`config.mk`:
```
export PLATFORM = sky130hd
export DESIGN_NAME = record_deframe_xor_decrypt_core
export DESIGN_NICKNAME = d
export VERILOG_FILES = /design/src/sv/rdxd_pkg.sv /design/src/sv/rdxd_regs.sv /design/src/sv/record_deframe_xor_decrypt_core.sv
export SDC_FILE = /design/constraint.sdc
export NUM_CORES = 1
export LEC_CHECK = 0
export BUFFER_PORTS_ARGS = -buffer_cell sky130_fd_sc_hd__buf_4
export CORE_MARGIN = 5
export CORE_UTILIZATION = 45
export CTS_BUF_LIST = sky130_fd_sc_hd__clkbuf_2 sky130_fd_sc_hd__clkbuf_4 sky130_fd_sc_hd__clkbuf_8
export CTS_CLUSTER_DIAMETER = 200
export DETAILED_ROUTE_END_ITERATION = 7
export SYNTH_ARGS = -nofsm -noshare
export SYNTH_HDL_FRONTEND = slang
export SYNTH_SLANG_ARGS = --single-unit
```
`constraint.sdc`:
```
create_clock -name i_clk -period 10.2 [get_ports i_clk]
set_clock_uncertainty 0.2 [all_clocks]
set_input_delay 3.06 -clock i_clk [delete_from_list [all_inputs] [get_ports i_clk]]
set_output_delay 3.06 -clock i_clk [all_outputs]
set_load 0.02 [all_outputs]
```
`src/sv/rdxd_pkg.sv`:
```
`timescale 1ns / 1ps
// ----------------------------------------------------------------------------
// rdxd_pkg
// Types and constants shared by the record deframer modules.
// ----------------------------------------------------------------------------
package rdxd_pkg;

    localparam int unsigned ADDR_W     = 5;
    localparam int unsigned DATA_W     = 32;
    localparam logic [3:0]  HDR_LAST   = 4'd9;
    localparam logic [3:0]  IN_PAYLOAD = 4'd10;
    localparam logic [3:0]  LEN_LO     = 4'd8;

    typedef enum logic [2:0] {
        REG_YEAR   = 3'd0,
        REG_MONTH  = 3'd1,
        REG_DAY    = 3'd2,
        REG_HOUR   = 3'd3,
        REG_MINUTE = 3'd4,
        REG_SECOND = 3'd5
    } t_reg_idx;

    typedef struct packed {
        logic [31:0] key_one;
        logic [31:0] key_two;
    } t_keys;

endpackage

```
`src/sv/rdxd_regs.sv`:
```
`timescale 1ns / 1ps
// ----------------------------------------------------------------------------
// rdxd_regs
// APB register file for the date/time fields and the key derivation.
// ----------------------------------------------------------------------------
module rdxd_regs
    import rdxd_pkg::*;
(
    input  logic              i_clk,
    input  logic              i_rst_n,
    input  logic              psel,
    input  logic              penable,
    input  logic              pwrite,
    input  logic [ADDR_W-1:0] paddr,
    input  logic [DATA_W-1:0] pwdata,
    output logic [DATA_W-1:0] prdata,
    output logic              pready,
    output t_keys             o_keys
);

    logic [15:0] r_year;
    logic [3:0]  r_month;
    logic [4:0]  r_day;
    logic [4:0]  r_hour;
    logic [5:0]  r_minute;
    logic [5:0]  r_second;

    t_reg_idx    w_idx;
    logic        w_wr;
    logic [31:0] w_date;
    logic [31:0] w_time;

    assign w_idx  = t_reg_idx'(paddr[ADDR_W-1:2]);
    assign w_wr   = psel && penable && pwrite;
    assign pready = 1'b1;

    always_ff @(posedge i_clk) begin
        if (!i_rst_n) begin
            r_year   <= '0;
            r_month  <= '0;
            r_day    <= '0;
            r_hour   <= '0;
            r_minute <= '0;
            r_second <= '0;
        end else if (w_wr) begin
            unique case (w_idx)
                REG_YEAR:   r_year   <= pwdata[15:0];
                REG_MONTH:  r_month  <= pwdata[3:0];
                REG_DAY:    r_day    <= pwdata[4:0];
                REG_HOUR:   r_hour   <= pwdata[4:0];
                REG_MINUTE: r_minute <= pwdata[5:0];
                REG_SECOND: r_second <= pwdata[5:0];
                default: ;
            endcase
        end
    end

    always_comb begin
        unique case (w_idx)
            REG_YEAR:   prdata = {16'd0, r_year};
            REG_MONTH:  prdata = {28'd0, r_month};
            REG_DAY:    prdata = {27'd0, r_day};
            REG_HOUR:   prdata = {27'd0, r_hour};
            REG_MINUTE: prdata = {26'd0, r_minute};
            REG_SECOND: prdata = {26'd0, r_second};
            default:    prdata = '0;
        endcase
    end

    // pack fields at their key positions, then shift right
    assign w_date = {3'd0, r_day, 4'd0, r_month, r_year};
    assign w_time = {2'd0, r_second, 2'd0, r_minute, 3'd0, r_hour, 8'd0};

    assign o_keys.key_one = {5'd0, w_date[31:5]};
    assign o_keys.key_two = {3'd0, w_time[31:3]};

endmodule

```
`src/sv/record_deframe_xor_decrypt_core.sv`:
```
`timescale 1ns / 1ps
// Record deframer with XOR keystream decryption.
// Results are registered: each appears the cycle after its causing item is accepted.
// Throughput: 1 item per cycle unless stalled; output is refilled in the cycle it drains.
// The key seed multiply runs once per record, at the last header byte.
// Reset (synchronous, active low) clears all but output data; first byte is an id byte.
// ----------------------------------------------------------------------------
// record_deframe_xor_decrypt_core
// Parses length-prefixed records and decrypts whole payload words.
// ----------------------------------------------------------------------------
module record_deframe_xor_decrypt_core
    import rdxd_pkg::*;
(
    input  logic              i_clk,
    input  logic              i_rst_n,
    input  logic              i_in_valid,
    output logic              o_in_ready,
    input  logic [7:0]        i_stream_byte,
    output logic              o_out_valid,
    input  logic              i_out_ready,
    output logic [7:0]        o_plain_byte,
    output logic [31:0]       o_record_id,
    output logic [31:0]       o_record_time,
    output logic [15:0]       o_record_length,
    output logic [15:0]       o_byte_offset,
    output logic              o_last_of_record,
    output logic              o_empty_record,
    input  logic              psel,
    input  logic              penable,
    input  logic              pwrite,
    input  logic [ADDR_W-1:0] paddr,
    input  logic [DATA_W-1:0] pwdata,
    output logic [DATA_W-1:0] prdata,
    output logic              pready
);

    t_keys       w_keys;

    logic [3:0]  r_hdr_cnt, n_hdr_cnt;
    logic [31:0] r_id, n_id;
    logic [31:0] r_time, n_time;
    logic [15:0] r_length, n_length;
    logic [15:0] r_offset, n_offset;
    logic [31:0] r_key_two, n_key_two;
    logic [31:0] r_ks, n_ks;

    logic        r_out_valid, n_out_valid;
    logic [7:0]  r_plain, n_plain;
    logic [15:0] r_out_len, n_out_len;
    logic [15:0] r_out_off, n_out_off;
    logic        r_out_last, n_out_last;
    logic        r_out_empty, n_out_empty;
    logic [31:0] r_out_id, n_out_id;
    logic [31:0] r_out_time, n_out_time;

    logic        w_accept;
    logic [31:0] w_seed;
    logic [31:0] w_key_one_inc;
    logic [7:0]  w_ks_byte;
    logic [16:0] w_off_next;
    logic        w_enc;
    logic        w_last;

    rdxd_regs u_regs (
        .i_clk   (i_clk),
        .i_rst_n (i_rst_n),
        .psel    (psel),
        .penable (penable),
        .pwrite  (pwrite),
        .paddr   (paddr),
        .pwdata  (pwdata),
        .prdata  (prdata),
        .pready  (pready),
        .o_keys  (w_keys)
    );

    assign o_in_ready = !r_out_valid || i_out_ready;
    assign w_accept   = i_in_valid && o_in_ready;

    assign w_key_one_inc = w_keys.key_one + 32'd1;
    assign w_seed        = w_key_one_inc * w_keys.key_two;

    always_comb begin
        case (r_offset[1:0])
            2'd0:    w_ks_byte = r_ks[7:0];
            2'd1:    w_ks_byte = r_ks[15:8];
            2'd2:    w_ks_byte = r_ks[23:16];
            default: w_ks_byte = r_ks[31:24];
        endcase
    end

    assign w_off_next = {1'b0, r_offset} + 17'd1;
    assign w_enc      = r_offset < {r_length[15:2], 2'b00};
    assign w_last     = w_off_next >= {1'b0, r_length};

    always_comb begin
        n_hdr_cnt   = r_hdr_cnt;
        n_id        = r_id;
        n_time      = r_time;
        n_length    = r_length;
        n_offset    = r_offset;
        n_key_two   = r_key_two;
        n_ks        = r_ks;
        n_out_valid = r_out_valid && !i_out_ready;
        n_plain     = r_plain;
        n_out_id    = r_out_id;
        n_out_time  = r_out_time;
        n_out_len   = r_out_len;
        n_out_off   = r_out_off;
        n_out_last  = r_out_last;
        n_out_empty = r_out_empty;

        if (w_accept) begin
            if (r_hdr_cnt != IN_PAYLOAD) begin
                // assemble header fields, little-endian
                case (r_hdr_cnt)
                    4'd0: n_id[7:0]       = i_stream_byte;
                    4'd1: n_id[15:8]      = i_stream_byte;
                    4'd2: n_id[23:16]     = i_stream_byte;
                    4'd3: n_id[31:24]     = i_stream_byte;
                    4'd4: n_time[7:0]     = i_stream_byte;
                    4'd5: n_time[15:8]    = i_stream_byte;
                    4'd6: n_time[23:16]   = i_stream_byte;
                    4'd7: n_time[31:24]   = i_stream_byte;
                    4'd8: n_length[7:0]   = i_stream_byte;
                    default: n_length[15:8] = i_stream_byte;
                endcase
                n_hdr_cnt = r_hdr_cnt + 4'd1;
                if (r_hdr_cnt == HDR_LAST) begin
                    // latch keys for this record
                    n_key_two = w_keys.key_two;
                    n_ks      = w_seed;
                    n_offset  = '0;
                    if (n_length == 16'd0) begin
                        n_hdr_cnt   = '0;
                        n_out_valid = 1'b1;
                        n_plain     = '0;
                        n_out_id    = n_id;
                        n_out_time  = n_time;
                        n_out_len   = '0;
                        n_out_off   = '0;
                        n_out_last  = 1'b1;
                        n_out_empty = 1'b1;
                    end else begin
                        n_hdr_cnt = IN_PAYLOAD;
                    end
                end
            end else begin
                n_out_valid = 1'b1;
                n_plain     = w_enc ? (i_stream_byte ^ w_ks_byte) : i_stream_byte;
                n_out_id    = r_id;
                n_out_time  = r_time;
                n_out_len   = r_length;
                n_out_off   = r_offset;
                n_out_last  = w_last;
                n_out_empty = 1'b0;
                // advance keystream after the top byte of a whole word
                if (w_enc && (r_offset[1:0] == 2'd3)) begin
                    n_ks = r_ks + r_key_two;
                end
                if (w_last) begin
                    n_hdr_cnt = '0;
                    n_offset  = '0;
                end else begin
                    n_offset = w_off_next[15:0];
                end
            end
        end
    end

    always_ff @(posedge i_clk) begin
        if (!i_rst_n) begin
            r_hdr_cnt   <= '0;
            r_id        <= '0;
            r_time      <= '0;
            r_length    <= '0;
            r_offset    <= '0;
            r_key_two   <= '0;
            r_ks        <= '0;
            r_out_valid <= 1'b0;
        end else begin
            r_hdr_cnt   <= n_hdr_cnt;
            r_id        <= n_id;
            r_time      <= n_time;
            r_length    <= n_length;
            r_offset    <= n_offset;
            r_key_two   <= n_key_two;
            r_ks        <= n_ks;
            r_out_valid <= n_out_valid;
        end
    end

    always_ff @(posedge i_clk) begin
        r_plain     <= n_plain;
        r_out_id    <= n_out_id;
        r_out_time  <= n_out_time;
        r_out_len   <= n_out_len;
        r_out_off   <= n_out_off;
        r_out_last  <= n_out_last;
        r_out_empty <= n_out_empty;
    end

    assign o_out_valid      = r_out_valid;
    assign o_plain_byte     = r_plain;
    assign o_record_id      = r_out_id;
    assign o_record_time    = r_out_time;
    assign o_record_length  = r_out_len;
    assign o_byte_offset    = r_out_off;
    assign o_last_of_record = r_out_last;
    assign o_empty_record   = r_out_empty;

endmodule

```
==> impl_metrics.json, run 1 <==
{
  "status": "complete, no violations",
  "final_nets": 2996,
  "synth_edf_count": 106,
  "cts.path.max_buffers": 3,
  "drcViolationCount": 0,
  "p_seq_share_pct": 51.2,
  "yosys_most_used_dff": "dfxtp_1",
  "coreArea_um2": 50200,
  "final_layout_size_suffix_gt1_share_pct": 14.1,
  "clkPwrFrac_pct": 44.2,
  "ys_ff_latch": 293,
  "crit_required_ns": 10.52,
  "grt_util_all_layers_pct": 21.7,
  "die_w_um": 235,
  "tritoncts": "built",
  "cp-start-kind": "register",
  "grt_pass1_vias": 17697,
  "drtPass1Iterations": 8,
  "grt_setup_unrepaired": "false",
  "io_pins": 193,
  "synthDominantCellAreaShare_pct": 16.4,
  "dieArea_um2": 55200,
  "synth.largest_area_cell": "dfxtp_1",
  "power.share.switching_pct": 23.5,
  "hpwl_um": 44200,
  "wl_um": 61900,
  "place_congestion": 0.872,
  "grt_overflow": 0,
  "worst_setup_path_end_kind": "register",
  "synth_area_um2": 22800,
  "diodes": 0,
  "max_slew_margin_pct": 22.9,
  "nFillCells": 4640,
  "ys_types": 79,
  "area_delta_synth_final_pct": 11.6,
  "drt-initial-drc-count": 1175,
  "min_period_ns": 8.77,
  "antenna_found_initial": 0,
  "synth_area_per_cell_um2": 9.15,
  "intPower_w": 0.00182,
  "yosysSeqAreaShare_pct": 30.4,
  "cp.arrival_ns": 9.09,
  "fin_ws_ns": 1.43,
  "finalCritPeriodShare_pct": 86.0,
  "power.density_nw_per_um2": 93.7,
  "max_slew.worst_pin.slew_ns": 1.15,
  "async_reset_ff_share_pct": 0,
  "cts_root_buffer": "clkbuf_8",
  "vias": 17708,
  "clk_latency_ns": 0.64,
  "cts_resized": 0,
  "num_rows": 82,
  "cts_max_level": 2,
  "wl_per_cell_um": 18.8,
  "finalSetupViolCount": 0,
  "numClockSinks": 293,
  "clk_pin_slew_ns": 0.06,
  "ant_nets": 0,
  "synthTopCellsByArea": "dfxtp_1 16%, fa_1 15%, edfxtp_1 14%, ha_1 10%, nand2_1 5.1%",
  "comb_power_share_pct": 4.6,
  "hold_viol_final": 0,
  "path_class": "reg -> reg",
  "grt_pass1_wl_um": 97900,
  "fin_tns_setup_ns": 0,
  "p_leak_nw": 11.2,
  "dpl_worst_slack_ns": 1.47,
  "hold_path_class": "reg -> reg",
  "synthCells": 2490,
  "cp_max_fo": 7,
  "p_sw_w": 0.000560,
  "numCtsBuffers": 48,
  "total_power_w": 0.00238,
  "fmax_mhz": 114,
  "drv_cap": 0,
  "cts-hold-fix-buffers": 0,
  "viasPerCell": 5.37,
  "grt_max_degree": 100,
  "portBuffers": 157,
  "drv_slew": 0,
  "initial_core_util_pct": 45.4,
  "yosys_warnings": 0,
  "peakVddDrop_mv": 0.0790,
  "post_cts_buffers": 0,
  "dieHeight_um": 235
}
-- worst max-delay path, stage by stage, from the launching register on --
cell and delay, ns:
dfxtp_1 0.41, ha_1 0.23, nand3_2 0.15, or4_4 0.58, or3_4 0.39, nand2_1 0.17, nand2_1 0.10, fa_1 0.48
fa_1 0.52, fa_1 0.49, inv_1 0.05, fa_1 0.51, fa_1 0.44, fa_1 0.55, inv_1 0.06, fa_1 0.53
inv_1 0.04, ha_1 0.38, and2_1 0.23, a2111oi_0 0.38, nor2_1 0.14, nor4_1 0.47, o31ai_1 0.20, o41ai_1 0.33
xnor2_1 0.23, nor2_1 0.15, o31a_1 0.30
-- cell families (layout without fill, tap and decap cells) --
family | count (synthesis) | in the layout | synth area share [%]
AO/OA/AOI/OAI | 440 | 440 | 11.5
XOR/XNOR | 77 | 77 | 3.29
adder cells (fa/ha/maj) | 356 | 356 | 25.3
buffers and inverters | 441 | 563 | 7.74
flip-flops | 293 | 293 | 30.4
multiplexers | 118 | 118 | 5.60
other | 2 | 17 | 0.0330
AND/OR/NAND/NOR | 763 | 763 | 16.2
-- synthesized netlist by cell type (all sizes together) (21+ instances only) --
library cell and instances:
nand2 307, nor3 21, mux2i 52, inv 282
xnor2 51, xor2 21, edfxtp 106, and2 157
fa 174, nand3 31, clkbuf 132, nor2 124
dfxtp 187, o21ai 118, ha 182, or3 25
mux2 65, a21oi 181, buf 27, and3 29
a21o 27
-- sequential cells by signal (all words and copies together), names as in the netlist, 5 cells and up --
| register | count |
|---|---|
| o_byte_offset | 16 |
| o_record_length | 16 |
| o_plain_byte | 8 |
| r_key_two | 17 |
| r_offset | 16 |
| r_length | 16 |
| u_regs.r_hour | 5 |
| r_ks | 27 |
| u_regs.r_minute | 6 |
| o_record_time | 32 |
| u_regs.r_day | 5 |
| u_regs.r_second | 6 |
| o_record_id | 32 |
| u_regs.r_year | 16 |
| r_time | 32 |
| r_id | 32 |
-- layer usage --
metal / share of wire, % / global-route usage, % / wire [um]
met3: 4.7 / 3.20 / 2890
met1: 43 / 28.1 / 26600
met2: 50 / 38.1 / 30800
met4: 2.6 / 5.86 / 1610
met5: 0 / 0 / 0
-- cells in the final DEF (no fill, tap or decap), types with 5 or more instances in the layout --
master | netlist | routed
a211oi_1 | 12 | 12
a21o_1 | 27 | 27
a21oi_1 | 180 | 180
a221o_1 | 5 | 5
a31oi_1 | 9 | 9
and2_1 | 155 | 154
and3_1 | 28 | 28
buf_4 | 17 | 192
clkbuf_4 | 0 | 31
clkbuf_8 | 4 | 51
conb_1 | 2 | 17
dfxtp_1 | 187 | 187
edfxtp_1 | 106 | 106
fa_1 | 174 | 174
ha_1 | 182 | 182
inv_1 | 282 | 280
mux2_2 | 65 | 65
mux2i_1 | 52 | 52
nand2_1 | 307 | 306
nand2b_1 | 11 | 11
nand3_1 | 29 | 29
nand4_1 | 13 | 13
nor2_1 | 124 | 121
nor2b_1 | 20 | 20
nor3_1 | 21 | 21
nor4_1 | 10 | 10
o211ai_1 | 5 | 5
o21a_1 | 11 | 11
o21ai_0 | 116 | 116
o22ai_1 | 19 | 19
o31ai_1 | 5 | 5
or3_1 | 24 | 24
xnor2_1 | 51 | 51
xor2_1 | 21 | 21
-- path summary, 6_finish.rpt --
| check | startpoint | to | slack [ns] | depth (start not counted) |
|---|---|---|---|---|
| worst max-delay path | u_regs.r_year[6] | r_ks[31] | 1.43 | 26 |
| worst min-delay path | u_regs.r_year[2] | u_regs.r_year[2] | 0.26 | 2 |
| worst max register to register | u_regs.r_year[6] | r_ks[31] | 1.43 | 26 |
| worst min register to register | u_regs.r_year[2] | u_regs.r_year[2] | 0.26 | 2 |
-- area by class of cell --
| class | count | area [um^2] | share of cell area [%] |
|---|---|---|---|
| multi-input cells | 1771 | 14200 | 55.7 |
| flip-flops and latches | 293 | 6930 | 27.2 |
| repair buffers | 192 | 1440 | 5.67 |
| inverters | 282 | 1060 | 4.17 |
| clock buffers | 82 | 935 | 3.68 |
| well taps | 672 | 841 | 3.31 |
| clock inverters | 7 | 47.5 | 0.187 |
-- per-stage QoR --
stage	hold slack, ns	area [um^2]	utilization, %	std cells
6_report	0.258	25400	50.7	3299
5_1_grt	0.274	25400	50.7	3299
4_1_cts	0.256	25400	50.7	3299
3_5_place_dp	0.248	24400	48.7	3210
3_3_place_gp	0.240	24400	48.7	3210
2_1_floorplan	0.232	22800	-	2505
-- power groups by stage --
| stage | sequential, W | combinational (W) | clock [W] |
|---|---|---|---|
| floorplan | 0.00124 | 0.0000756 | 0 |
| global placement | 0.00124 | 0.000107 | 0 |
| detailed placement | 0.00124 | 0.000109 | 0 |
| CTS | 0.00122 | 0.000109 | 0.00108 |
| global route | 0.00122 | 0.000118 | 0.00114 |
| finish | 0.00122 | 0.000110 | 0.00105 |
Note: power is estimated with default switching activity, not from simulation.
==> run 2, diff against run 1 <==
==> constraint.sdc (replaced) <==
create_clock -name i_clk -period 10.3 [get_ports i_clk]
set_clock_uncertainty 0.2 [all_clocks]
set_input_delay 3.09 -clock i_clk [delete_from_list [all_inputs] [get_ports i_clk]]
set_output_delay 3.09 -clock i_clk [all_outputs]
set_load 0.02 [all_outputs]
==> run 2 against run 1 <==
Combinational power barely moved. Global-route usage down 0.050 points. Total power fell by 1.8%. Critical endpoint unchanged. Highest routed layer unchanged.
==> impl_metrics.json, run 2 (synthesized netlist as in run 1, its figures left out) <==
{
  "critPathMaxStageDelay_ns": 0.58,
  "hold_slack_ns": 0.258,
  "crit_required_ns": 10.65,
  "cp.arrival_ns": 9.13,
  "numClockSinks": 293,
  "drcViolationCount": 0,
  "drt-initial-drc-count": 1154,
  "fin_tns_setup_ns": 0,
  "cts-hold-fix-buffers": 0,
  "grt_pass1_wl_um": 97400,
  "cts_max_level": 2,
  "tritoncts": "built",
  "cts_resized": 0,
  "instances_no_fill": 3302,
  "dieHeight_um": 235,
  "worst_setup_path_end_kind": "register",
  "drv_cap": 0,
  "wl_per_cell_um": 18.6,
  "grt_util_all_layers_pct": 21.6,
  "viasPerCell": 5.37,
  "post_cts_buffers": 0,
  "diodes": 0,
  "cp-start-kind": "register",
  "post-route-util_pct": 50.6,
  "min_delay_path_depth": 2,
  "max_slew.worst_pin.slew_ns": 1.12,
  "numCtsBuffers": 49,
  "crit_family": "adder cells",
  "die_w_um": 235,
  "area_delta_synth_final_pct": 11.5,
  "ant_nets": 0,
  "max_slew_margin_pct": 25.1,
  "final_nets": 2997,
  "dpl_worst_slack_ns": 1.57,
  "cp_num_buf_inv": 3,
  "hpwl_um": 44100,
  "antenna_found_initial": 0,
  "cts_root_buffer": "clkbuf_8",
  "clk_latency_ns": 0.66,
  "io_pins": 193,
  "peakVddDrop_mv": 0.0826,
  "num_rows": 82,
  "place_congestion": 0.869,
  "finalSetupViolCount": 0,
  "final_layout_size_suffix_gt1_share_pct": 13.9,
  "portBuffers": 157,
  "vias": 17719,
  "critical_path_depth": 26,
  "fmax_mhz": 114,
  "drtPass1Iterations": 5,
  "p_leak_nw": 11.1,
  "grt_overflow": 0,
  "final_common_cell": "nand2_1",
  "coreArea_um2": 50200,
  "path_class": "reg -> reg",
  "worst_r2r_path_depth": 26,
  "cpMostUsedCell": "fa_1",
  "status": "complete, no violations",
  "drv_slew": 0,
  "hold_viol_final": 0,
  "clk_pin_slew_ns": 0.07,
  "min_period_ns": 8.78,
  "grt_pass1_vias": 17698,
  "finalCritPeriodShare_pct": 85.3,
  "cts.path.max_buffers": 3,
  "mostFrequentLayoutCells": "306 x nand2_1, 280 x inv_1, 192 x buf_4, 187 x dfxtp_1, 182 x ha_1",
  "hold_path_class": "reg -> reg",
  "dieArea_um2": 55200,
  "grt_max_degree": 100,
  "initial_core_util_pct": 45.4,
  "cp_max_fo": 7,
  "place_inst": 3210,
  "crit_slowest_cell": "or4_4",
  "wl_um": 61500,
  "grt_setup_unrepaired": "false",
  "power.density_nw_per_um2": 92.2,
  "fin_ws_ns": 1.52
}
## run 2: cell count changes in the layout (fill, tap and decap cells not counted), moves of 2 or more
cell      delta
clkbuf_4    -21
inv_12       +2
clkinv_1     +9
clkinv_2    +14
## run 2: worst reg2reg max path, stage by stage, from the launching register on
cell       delay (ns)
dfxtp_1          0.41
ha_1             0.23
nand3_2          0.15
or4_4            0.58
or3_4            0.39
nand2_1          0.19
nand2_1          0.10
fa_1             0.48
fa_1             0.51
fa_1             0.49
inv_1            0.05
fa_1             0.51
fa_1             0.44
fa_1             0.56
inv_1            0.06
fa_1             0.53
inv_1            0.04
ha_1             0.38
and2_1           0.22
a2111oi_0        0.38
nor2_1           0.14
nor4_1           0.49
o31ai_1          0.22
o41ai_1          0.33
xnor2_1          0.23
nor2_1           0.12
o31a_1           0.27
## run 2: power breakdown
group          switching [W]  internal [W]
Combinational      0.0000754     0.0000334
Sequential        0.00000568       0.00120
Clock               0.000511      0.000514
## run 2: final timing paths
kind | start | end | slack [ns]
worst max-delay path | u_regs.r_year[6] | r_ks[31] | 1.52
worst min-delay path | u_regs.r_year[2] | u_regs.r_year[2] | 0.26
worst max register to register | u_regs.r_year[6] | r_ks[31] | 1.52
worst min register to register | u_regs.r_year[2] | u_regs.r_year[2] | 0.26
## run 2: layout make-up
cell class | count | area (um^2)
inverter | 282 | 1060
tap | 672 | 841
clock inverter | 30 | 163
clock buffer | 62 | 791
multi-input combinational | 1771 | 14200
timing repair buffer | 192 | 1440
sequential | 293 | 6930
fill | 4664 | 24800
## run 2: metrics by stage
stage               area (um^2)  power (W)
finish                    25400    0.00234
global route              25400    0.00243
CTS                       25400    0.00236
detailed placement        24400    0.00134
global placement          24400    0.00134
floorplan                 22800    0.00130
## run 2: metal layers
metal	global-route usage [%]	vias to the layer above	routed length (um)
met1	27.9	8679	26200
met2	37.6	483	30200
met3	3.30	109	3390
met5	0	-	0
met4	6.83	0	1800
li1	-	8448	-
==> run 3, diff against run 2 <==
--- a/config.mk
+++ b/config.mk
@@ -6,6 +6,7 @@
 export NUM_CORES = 1
 export LEC_CHECK = 0
 export BUFFER_PORTS_ARGS = -buffer_cell sky130_fd_sc_hd__buf_4
+export CORE_ASPECT_RATIO = 1.4
 export CORE_MARGIN = 5
 export CORE_UTILIZATION = 45
 export CTS_BUF_LIST = sky130_fd_sc_hd__clkbuf_2 sky130_fd_sc_hd__clkbuf_4 sky130_fd_sc_hd__clkbuf_8
==> run 3 against run 2 <==
Cell count down 1.1%. Critical path type unchanged. Non-clock buffer count up 2. Critical path depth unchanged.
==> impl_metrics.json, run 3 (synthesized netlist as in run 1, its figures left out) <==
{
  "cts_max_level": 2,
  "grt_overflow": 0,
  "hold_viol_final": 0,
  "cts.path.max_buffers": 3,
  "grt_max_degree": 102,
  "worst_r2r_path_depth": 26,
  "final_common_cell": "nand2_1",
  "hold_path_class": "reg -> reg",
  "cts-hold-fix-buffers": 0,
  "grt_setup_unrepaired": "false",
  "crit_required_ns": 10.55,
  "min_delay_path_depth": 2,
  "coreArea_um2": 50100,
  "power.density_nw_per_um2": 95.0,
  "viasPerCell": 5.45,
  "wl_per_cell_um": 19.1,
  "cp_max_fo": 10,
  "wl_um": 62300,
  "max_slew_margin_pct": 21.0,
  "mostFrequentLayoutCells": "306 x nand2_1, 280 x inv_1, 194 x buf_4, 187 x dfxtp_1, 182 x ha_1",
  "die_w_um": 200,
  "hpwl_um": 46100,
  "max_slew.worst_pin.slew_ns": 1.18,
  "cp.arrival_ns": 9.46,
  "initial_core_util_pct": 45.5,
  "cts_root_buffer": "clkbuf_8",
  "post_cts_buffers": 0,
  "num_rows": 97,
  "path_class": "reg -> reg",
  "min_period_ns": 9.21,
  "antenna_found_initial": 2,
  "place_congestion": 0.881,
  "numCtsBuffers": 44,
  "fin_tns_setup_ns": 0,
  "final_nets": 2994,
  "drv_cap": 0,
  "portBuffers": 157,
  "place_inst": 3183,
  "vias": 17806,
  "finalCritPeriodShare_pct": 89.4,
  "drtPass1Iterations": 5,
  "worst_setup_path_end_kind": "register",
  "numClockSinks": 293,
  "finalSetupViolCount": 0,
  "clk_latency_ns": 0.59,
  "io_pins": 193,
  "peakVddDrop_mv": 0.0865,
  "dieArea_um2": 55300,
  "tritoncts": "built",
  "drcViolationCount": 0,
  "instances_no_fill": 3266,
  "drv_slew": 0,
  "cts_resized": 0,
  "ant_nets": 0,
  "drt-initial-drc-count": 898,
  "grt_pass1_wl_um": 99600,
  "p_leak_nw": 11.2,
  "area_delta_synth_final_pct": 11.8,
  "cp-start-kind": "register",
  "fmax_mhz": 109,
  "grt_pass1_vias": 18251,
  "dieHeight_um": 276,
  "clk_pin_slew_ns": 0.07,
  "grt_util_all_layers_pct": 22.1,
  "status": "complete, no violations",
  "final_layout_size_suffix_gt1_share_pct": 14.0
}
-- run 3: cell count changes in the layout (fill, tap and decap cells not counted), sizes merged --
cell and delta:
buf +2, clkbuf +4, diode +1, bufinv +4, clkinv -19, clkinvlp +1
-- run 3: path summary, 6_finish.rpt --
kind                            slack (ns)             start          endpoint
worst max-delay path                  1.09  u_regs.r_year[5]          r_ks[30]
worst min register to register        0.26  u_regs.r_year[3]  u_regs.r_year[3]
worst max register to register        1.09  u_regs.r_year[5]          r_ks[30]
worst min-delay path                  0.26  u_regs.r_year[3]  u_regs.r_year[3]
-- run 3: worst max-delay path, cell delays in order, from the launching register on --
cell	delay, ns
dfxtp_1	0.64
ha_1	0.28
nand3_2	0.15
or4_4	0.58
or3_4	0.39
nand2_1	0.21
nand2_1	0.11
fa_1	0.47
fa_1	0.52
fa_1	0.50
inv_1	0.06
fa_1	0.52
fa_1	0.44
fa_1	0.54
inv_1	0.05
fa_1	0.52
inv_1	0.04
ha_1	0.37
and2_1	0.22
a311o_1	0.33
a21o_1	0.19
a221oi_1	0.38
o21ai_0	0.28
a2111oi_2	0.47
a21oi_1	0.14
xnor2_1	0.33
o2bb2ai_1	0.11
-- run 3: stage by stage --
step                      util (%)  worst slack, ns  power (W)  hold slack (ns)  cell area [um^2]
after CTS                     50.8             1.06    0.00245            0.256             25500
after global placement        48.7             1.16    0.00134            0.239             24400
final                         50.8             1.09    0.00242            0.256             25500
after global routing          50.8            0.674    0.00251            0.274             25500
after floorplan                  -             1.21    0.00130            0.232             22800
after detailed placement      48.7             1.13    0.00134            0.247             24400
-- run 3: routing by layer --
layer / vias to the layer above / global-route usage [%] / share of wire (%)
met2: 460 / 40.9 / 53
li1: 8449 / - / -
met3: 169 / 2.73 / 4.5
met1: 8728 / 25.4 / 38
met5: - / 0 / 0
met4: 0 / 10.2 / 4.8
-- run 3: cell type report --
cell class | count | area [um^2]
fill | 4739 | 24700
multi-input combinational | 1771 | 14200
sequential | 293 | 6930
timing repair buffer | 194 | 1460
inverter | 282 | 1060
clock buffer | 66 | 840
tap | 643 | 805
clock inverter | 16 | 201
antenna | 1 | 2.50
-- run 3: where the power goes --
group | switching [W] | internal, W | total, W
clock | 0.000476 | 0.000631 | 0.00111
sequential | 0.00000573 | 0.00120 | 0.00121
combinational | 0.0000743 | 0.0000336 | 0.000108
